File: config.mk
export PLATFORM = sky130hd
export DESIGN_NAME = hysteresis_gate_transition_queue
export DESIGN_NICKNAME = d
export VERILOG_FILES = /design/src/rtl/hgtq_pkg.sv /design/src/rtl/hgtq_ram.sv /design/src/rtl/hgtq_ctrl.sv /design/src/rtl/hgtq_outq.sv /design/src/rtl/hysteresis_gate_transition_queue.sv
export SDC_FILE = /design/constraint.sdc
export NUM_CORES = 1
export LEC_CHECK = 0
export ABC_AREA = 1
export BUFFER_PORTS_ARGS = -buffer_cell sky130_fd_sc_hd__buf_2
export CORE_MARGIN = 4
export CORE_UTILIZATION = 30
export CTS_CLUSTER_DIAMETER = 30
export CTS_CLUSTER_SIZE = 20
export DETAILED_ROUTE_END_ITERATION = 16
export PLACE_DENSITY_LB_ADDON = 0.15
export SLEW_MARGIN = 40
export SYNTH_ARGS = -nofsm -noshare
export SYNTH_HDL_FRONTEND = slang
export SYNTH_SLANG_ARGS = --single-unit
File: constraint.sdc
create_clock -name clk_i -period 4.65 [get_ports clk_i]
set_input_delay 0.93 -clock clk_i [delete_from_list [all_inputs] [get_ports clk_i]]
set_output_delay 0.93 -clock clk_i [all_outputs]
set_load 0.05 [all_outputs]
File: src/rtl/hgtq_pkg.sv
// Shared types and constants of the gate channel transition queue.
package hgtq_pkg;

  localparam int unsigned VoltW   = 15;
  localparam int unsigned PendW   = 4;
  localparam int unsigned CfgIdxW = 1;

  localparam logic [CfgIdxW-1:0] CFG_HIGH_THR = 1'b0;
  localparam logic [CfgIdxW-1:0] CFG_LOW_THR  = 1'b1;

  localparam logic FUNC_SAMPLE = 1'b0;
  localparam logic FUNC_TICK   = 1'b1;

  localparam logic signed [VoltW-1:0] HIGH_THR_RST = 15'sd1000;
  localparam logic signed [VoltW-1:0] LOW_THR_RST  = 15'sd500;

  typedef struct packed {
    logic             valid;
    logic             from_mem;
    logic             level;
    logic             link;
    logic [PendW-1:0] pending;
  } tick_t;

endpackage

File: src/rtl/hgtq_ram.sv
// Level queue storage: one write port, one registered read port.
module hgtq_ram #(
  parameter int unsigned QUEUE_DEPTH = 8,
  localparam int unsigned AW = (QUEUE_DEPTH > 1) ? $clog2(QUEUE_DEPTH) : 1
) (
  input  logic          clk_i,
  input  logic          we_i,
  input  logic [AW-1:0] waddr_i,
  input  logic          wdata_i,
  input  logic          re_i,
  input  logic [AW-1:0] raddr_i,
  output logic          rdata_o
);

  logic mem [QUEUE_DEPTH];
  logic rdata_q;

  always_ff @(posedge clk_i) begin
    if (we_i) begin
      mem[waddr_i] <= wdata_i;
    end
  end

  always_ff @(posedge clk_i) begin
    if (re_i) begin
      rdata_q <= mem[raddr_i];
    end
  end

  assign rdata_o = rdata_q;

endmodule

File: src/rtl/hgtq_ctrl.sv
// Threshold registers, Schmitt compare and queue pointer control.
module hgtq_ctrl #(
  parameter int unsigned QUEUE_DEPTH = 8,
  localparam int unsigned AW = (QUEUE_DEPTH > 1) ? $clog2(QUEUE_DEPTH) : 1
) (
  input  logic                                   clk_i,
  input  logic                                   rst_ni,
  input  logic                                   cfg_we_i,
  input  logic [hgtq_pkg::CfgIdxW-1:0]           cfg_idx_i,
  input  logic signed [hgtq_pkg::VoltW-1:0]      cfg_wdata_i,
  input  logic                                   accept_i,
  input  logic                                   func_i,
  input  logic                                   connected_i,
  input  logic signed [hgtq_pkg::VoltW-1:0]      voltage_mv_i,
  output logic                                   mem_we_o,
  output logic [AW-1:0]                          mem_waddr_o,
  output logic                                   mem_wdata_o,
  output logic                                   mem_re_o,
  output logic [AW-1:0]                          mem_raddr_o,
  output hgtq_pkg::tick_t                        tick_o
);

  import hgtq_pkg::*;

  localparam int unsigned CW = $clog2(QUEUE_DEPTH + 1);

  logic signed [VoltW-1:0] high_thr_q, low_thr_q;
  logic                    link_q, link_d;
  logic                    sampled_q, sampled_d;
  logic [AW-1:0]           head_q, head_d;
  logic [CW-1:0]           cnt_q, cnt_d;
  logic                    lvl;
  logic [AW:0]             wsum;
  logic [AW-1:0]           wpos;
  logic [AW-1:0]           head_inc;

  always_ff @(posedge clk_i or negedge rst_ni) begin
    if (!rst_ni) begin
      high_thr_q <= HIGH_THR_RST;
      low_thr_q  <= LOW_THR_RST;
    end else if (cfg_we_i) begin
      case (cfg_idx_i)
        CFG_HIGH_THR: high_thr_q <= cfg_wdata_i;
        CFG_LOW_THR:  low_thr_q  <= cfg_wdata_i;
        default: ;
      endcase
    end
  end

  always_ff @(posedge clk_i or negedge rst_ni) begin
    if (!rst_ni) begin
      link_q    <= 1'b0;
      sampled_q <= 1'b0;
      head_q    <= '0;
      cnt_q     <= '0;
    end else begin
      link_q    <= link_d;
      sampled_q <= sampled_d;
      head_q    <= head_d;
      cnt_q     <= cnt_d;
    end
  end

  // Disconnect clears the link, level, head and count state, so a down link always holds zeros here.
  assign lvl      = sampled_q ? (voltage_mv_i > low_thr_q) : (voltage_mv_i >= high_thr_q);
  assign wsum     = {1'b0, head_q} + (AW+1)'(cnt_q);
  assign wpos     = (wsum >= (AW+1)'(QUEUE_DEPTH)) ? AW'(wsum - (AW+1)'(QUEUE_DEPTH))
                                                   : wsum[AW-1:0];
  assign head_inc = (head_q == AW'(QUEUE_DEPTH - 1)) ? '0 : head_q + AW'(1);

  always_comb begin
    link_d      = link_q;
    sampled_d   = sampled_q;
    head_d      = head_q;
    cnt_d       = cnt_q;
    mem_we_o    = 1'b0;
    mem_waddr_o = wpos;
    mem_wdata_o = lvl;
    mem_re_o    = 1'b0;
    mem_raddr_o = head_q;
    tick_o      = '0;
    if (accept_i) begin
      if (func_i == FUNC_SAMPLE) begin
        if (!connected_i) begin
          link_d    = 1'b0;
          sampled_d = 1'b0;
          head_d    = '0;
          cnt_d     = '0;
        end else begin
          link_d = 1'b1;
          if (lvl != sampled_q) begin
            sampled_d = lvl;
            mem_we_o  = 1'b1;
            if (cnt_q < CW'(QUEUE_DEPTH)) begin
              cnt_d = cnt_q + CW'(1);
            end else begin
              head_d      = '0;
              cnt_d       = CW'(1);
              mem_waddr_o = '0;
            end
          end
        end
      end else begin
        tick_o.valid = 1'b1;
        tick_o.link  = link_q;
        if (link_q && (cnt_q != '0)) begin
          tick_o.from_mem = 1'b1;
          tick_o.pending  = PendW'(cnt_q - CW'(1));
          mem_re_o        = 1'b1;
          head_d          = head_inc;
          cnt_d           = cnt_q - CW'(1);
        end else begin
          tick_o.level = sampled_q;
        end
      end
    end
  end

endmodule

File: src/rtl/hgtq_outq.sv
// Read-data stage and output register for tick results.
module hgtq_outq (
  input  logic                       clk_i,
  input  logic                       rst_ni,
  input  hgtq_pkg::tick_t            tick_i,
  input  logic                       mem_rdata_i,
  input  logic                       out_stall_i,
  output logic                       in_stall_o,
  output logic                       out_valid_o,
  output logic                       scheduler_level_o,
  output logic                       input_connected_o,
  output logic [hgtq_pkg::PendW-1:0] pending_count_o
);

  import hgtq_pkg::*;

  logic             s1_valid_q;
  tick_t            s1_q;
  logic             out_valid_q;
  logic             out_level_q;
  logic             out_link_q;
  logic [PendW-1:0] out_pend_q;
  logic             advance;

  assign advance    = !out_valid_q || !out_stall_i;
  assign in_stall_o = s1_valid_q && !advance;

  always_ff @(posedge clk_i or negedge rst_ni) begin
    if (!rst_ni) begin
      s1_valid_q  <= 1'b0;
      out_valid_q <= 1'b0;
    end else begin
      if (tick_i.valid) begin
        s1_valid_q <= 1'b1;
      end else if (advance) begin
        s1_valid_q <= 1'b0;
      end
      if (advance) begin
        out_valid_q <= s1_valid_q;
      end
    end
  end

  always_ff @(posedge clk_i) begin
    if (tick_i.valid) begin
      s1_q <= tick_i;
    end
    if (advance && s1_valid_q) begin
      out_level_q <= s1_q.from_mem ? mem_rdata_i : s1_q.level;
      out_link_q  <= s1_q.link;
      out_pend_q  <= s1_q.pending;
    end
  end

  assign out_valid_o       = out_valid_q;
  assign scheduler_level_o = out_level_q;
  assign input_connected_o = out_link_q;
  assign pending_count_o   = out_pend_q;

endmodule

File: src/rtl/hysteresis_gate_transition_queue.sv
// Top level of one gate input channel with Schmitt trigger and transition queue.
//
//  channel | signals                                          | direction
//  --------+--------------------------------------------------+----------
//  in      | in_valid_i, in_stall_o, func_i, connected_i,     | beat in
//          | voltage_mv_i                                     |
//  out     | out_valid_o, out_stall_i, scheduler_level_o,     | beat out
//          | input_connected_o, pending_count_o               |
//  cfg     | cfg_we_i, cfg_idx_i, cfg_wdata_i                 | write only
//
// One input beat per cycle while the input is not stalled. A tick beat passes
// through the queue memory read stage and then the output register.
// Sample beats give no result. Reset needs no clearing pass.
// The input stalls only while the read stage is full and the output is stalled.
module hysteresis_gate_transition_queue #(
  parameter int unsigned QUEUE_DEPTH = 8
) (
  input  logic                                  clk_i,
  input  logic                                  rst_ni,
  input  logic                                  cfg_we_i,
  input  logic [hgtq_pkg::CfgIdxW-1:0]          cfg_idx_i,
  input  logic signed [hgtq_pkg::VoltW-1:0]     cfg_wdata_i,
  input  logic                                  in_valid_i,
  output logic                                  in_stall_o,
  input  logic                                  func_i,
  input  logic                                  connected_i,
  input  logic signed [hgtq_pkg::VoltW-1:0]     voltage_mv_i,
  output logic                                  out_valid_o,
  input  logic                                  out_stall_i,
  output logic                                  scheduler_level_o,
  output logic                                  input_connected_o,
  output logic [hgtq_pkg::PendW-1:0]            pending_count_o
);

  import hgtq_pkg::*;

  localparam int unsigned AW = (QUEUE_DEPTH > 1) ? $clog2(QUEUE_DEPTH) : 1;

  logic          accept;
  logic          mem_we;
  logic [AW-1:0] mem_waddr;
  logic          mem_wdata;
  logic          mem_re;
  logic [AW-1:0] mem_raddr;
  logic          mem_rdata;
  tick_t         tick;

  assign accept = in_valid_i && !in_stall_o;

  hgtq_ctrl #(
    .QUEUE_DEPTH(QUEUE_DEPTH)
  ) u_ctrl (
    .clk_i       (clk_i),
    .rst_ni      (rst_ni),
    .cfg_we_i    (cfg_we_i),
    .cfg_idx_i   (cfg_idx_i),
    .cfg_wdata_i (cfg_wdata_i),
    .accept_i    (accept),
    .func_i      (func_i),
    .connected_i (connected_i),
    .voltage_mv_i(voltage_mv_i),
    .mem_we_o    (mem_we),
    .mem_waddr_o (mem_waddr),
    .mem_wdata_o (mem_wdata),
    .mem_re_o    (mem_re),
    .mem_raddr_o (mem_raddr),
    .tick_o      (tick)
  );

  hgtq_ram #(
    .QUEUE_DEPTH(QUEUE_DEPTH)
  ) u_ram (
    .clk_i  (clk_i),
    .we_i   (mem_we),
    .waddr_i(mem_waddr),
    .wdata_i(mem_wdata),
    .re_i   (mem_re),
    .raddr_i(mem_raddr),
    .rdata_o(mem_rdata)
  );

  hgtq_outq u_outq (
    .clk_i            (clk_i),
    .rst_ni           (rst_ni),
    .tick_i           (tick),
    .mem_rdata_i      (mem_rdata),
    .out_stall_i      (out_stall_i),
    .in_stall_o       (in_stall_o),
    .out_valid_o      (out_valid_o),
    .scheduler_level_o(scheduler_level_o),
    .input_connected_o(input_connected_o),
    .pending_count_o  (pending_count_o)
  );

endmodule

==> flow_metrics.py <==
metrics = {
    "run_status": {
        "outcome": "finished clean",
    },
    "critical_path": {
        "path_buf_inv": 2,
        "path_max_fanout": 9,
        "cp_top_family": "simple AND/OR/NAND/NOR gates",
        "worst_path_most_repeated_cell": "nor2_1",
        "arrival_ns": 2.69,
        "cp.required_ns": 4.70,
        "crit_chain": "buf_2 -> ha_1 -> nand4_1 -> nor3_2 -> inv_1 -> nor2_1 -> nor2_1 -> nand3_4 -> a21boi_1",
        "r2r_slack_ns": 2.30,
        "path_class": "in -> reg",
        "slowest_delay_ns": 0.52,
        "endpoint_kind": "flip-flop",
        "cp_slowest_cell": "a21boi_1",
        "worstSetupStartpointType": "input port",
    },
    "timing": {
        "fin_crit_sh_pct": 56.7,
        "max_freq_mhz": 379,
        "hold_violations": 0,
        "drv_slew": 0,
        "holdWs_ns": 0.417,
        "finalSetupTns_ns": 0,
        "period_minus_slack_ns": 2.64,
        "clock_skew_ns": 0.00287,
        "rsz0062_at_grt": "no",
        "worst_slew_pin_slew_ns": 0.667,
        "max_slew_margin_pct": 55.3,
        "setup_violations": 0,
    },
    "global_routing": {
        "overflow": 0,
        "antenna_found_initial": 0,
        "grt_pass1_vias": 2726,
        "grt_use_total_pct": 11.6,
        "grt_pass1_wl_um": 13200,
        "grt_max_degree": 42,
    },
    "synth": {
        "yosysWarningCount": 0,
        "avgSynthCellArea_sq_um": 8.74,
        "synth_cells": 426,
        "seq_area_frac_synth_pct": 45.7,
        "syn-cell-area_sq_um": 3720,
        "ys.flop_type": "dfrtp_1",
        "yosys.area.top_type": "dfrtp_1",
        "synth_top_area_share_pct": 19.5,
        "synthTopCellsByArea": "dfrtp_1, edfxtp_1, ha_1",
        "async_flop_share_pct": 65.1,
        "synth_fp_nets": 500,
        "synth_edf_count": 22,
        "yosysUniqueCellTypes": 40,
        "synth-seq-cells": 63,
    },
    "place": {
        "post-dp-hpwl_um": 6000,
        "dpl-instance-area_sq_um": 4140,
        "gp_congestion": 0.772,
        "io_buffer_count": 45,
    },
    "floorplan": {
        "die_h_um": 119,
        "num_io_pins": 46,
        "chipWidth_um": 119,
        "initial_core_util_pct": 30.9,
        "core_area_sq_um": 12100,
        "dieArea_sq_um": 14300,
        "rows": 40,
    },
    "run": {
        "cap_violations": 0,
    },
    "route": {
        "post_drt_via_cell_ratio": 4.28,
        "vias": 2771,
        "drt_iter0_markers": 85,
        "routed_wirelength_um": 7710,
        "detail_route.first_pass.iterations": 4,
        "drc": 0,
        "antenna_left": 0,
        "wl_per_cell_um": 11.9,
    },
    "layout": {
        "insertedDiodeCount": 0,
        "fin_nets": 549,
        "mostFrequentLayoutCells": "nand2_1, inv_1, buf_2, nor2_1",
        "drive_gt1_share_pct": 22.7,
        "final_common_cell": "nand2_1",
        "design_area_sq_um": 4450,
        "area_delta_synth_final_pct": 19.6,
        "nFillCells": 1266,
    },
    "clock_network": {
        "cts-root-buf": "clkbuf_16",
        "numClockSinks": 63,
        "cts_resized": 0,
        "clkSlewWorstSetupHoldPaths_ns": 0.05,
        "worstSkewPairLatency_ns": 0.33,
        "htree_levels": 3,
        "cts_hold_buf": 0,
        "cts-buffers-inserted": 9,
        "cts.path.max_buffers": 2,
        "cts_setup_buffers": 0,
        "cts_tree": "yes",
    },
    "pwr": {
        "powerDensity_nw_per_um2": 467,
        "switching_power_uw": 700,
        "power_leakage_nw": 2.18,
        "power_frac_comb_pct": 28.8,
        "power_frac_seq_pct": 37.0,
        "swShare_pct": 33.6,
        "p_int_mw": 1.38,
        "p_clk_share_pct": 34.2,
        "ir_worst_vdd_mv": 0.177,
    },
    "worst_hold_path": {
        "hp-class": "reg -> reg",
    },
}
## worst reg2reg max path, cell delays in order (launching register included)
cell and delay, ns:
dfstp_2 0.52, inv_1 0.04, ha_1 0.28, nand2_1 0.12
inv_1 0.05, nand2_1 0.06, a21oi_1 0.05, nor2_1 0.15
nand3_1 0.14, nand3_4 0.13, a21boi_1 0.52
## metal layers
layer	GRT usage, %	wire length [um]	vias up
met2	17.6	3460	35
li1	-	-	1475
met1	15.7	3820	1248
met3	2.71	270	13
met5	0	0	-
met4	5.37	158	0
## flip-flops by register name, summed over array words and instances (netlist names)
signal	count
u_ctrl.high_thr_q	15
u_ctrl.low_thr_q	15
u_ram.mem	8
u_outq.s1_q	7
u_ctrl.cnt_q	4
u_outq.pending_count_o	4
u_ctrl.mem_raddr_o	3
u_ctrl.link_q	1
u_ctrl.sampled_q	1
u_outq.input_connected_o	1
u_outq.out_valid_o	1
u_outq.s1_valid_q	1
u_outq.scheduler_level_o	1
u_ram.rdata_o	1
## area by class of cell
class / count / area (sq um) / area share [%]
inverter: 81 / 304 / 6.83
timing repair buffer: 45 / 228 / 5.11
sequential: 63 / 1700 / 38.2
tap: 168 / 210 / 4.72
clock buffer: 10 / 229 / 5.14
clock inverter: 6 / 86.3 / 1.94
multi-input combinational: 275 / 1700 / 38.1
## power groups by stage
stage                     logic, mW  clock network, mW  registers (mW)
after floorplan               0.465                  0           0.758
after global placement        0.600                  0           0.779
after detailed placement      0.607                  0           0.779
after CTS                     0.610              0.735           0.769
after global routing          0.687              0.749           0.781
final                         0.600              0.711           0.769
## path summary, 6_finish.rpt
path	cells after the start	end	startpoint
worst min register to register	0	u_outq.pending_count_o[1]	u_outq.s1_q[1]
worst max register to register	10	u_ram.mem[0]	u_ctrl.high_thr_q[9]
worst max-delay path	9	u_ram.mem[0]	voltage_mv_i[14]
max in group asynchronous	1	u_ctrl.high_thr_q[9]	rst_ni
worst min-delay path	0	u_outq.pending_count_o[1]	u_outq.s1_q[1]
min in group asynchronous	1	u_ctrl.link_q	rst_ni
## cells in the mapped netlist (all sizes together), types with 2 or more instances
cell / instances
xnor2: 2
inv: 80
edfxtp: 22
o32ai: 2
nor2: 39
nor3: 3
mux2: 2
dfrtp: 29
clkbuf: 6
nand2: 101
nand3b: 2
nand3: 13
dfstp: 12
a21oi: 15
ha: 35
nand4: 10
o21ai: 42
xor2: 3
## through the flow
step	util, %	worst slack [ns]	instances	power, mW
2_1_floorplan	-	2.00	426	1.22
3_3_place_gp	34.3	1.70	632	1.38
3_5_place_dp	34.3	1.69	632	1.39
4_1_cts	36.9	2.03	648	2.11
5_1_grt	36.9	1.80	648	2.22
6_report	36.9	2.01	648	2.08
## kinds of logic after synthesis
logic type	synth area share (%)
xor+xnor	1.18
compound gates	9.68
simple gates	21.6
flops	45.7
fa+ha+maj	12.3
buf+inv	8.90
mux	0.605
Power figures use the tool's default switching activity.
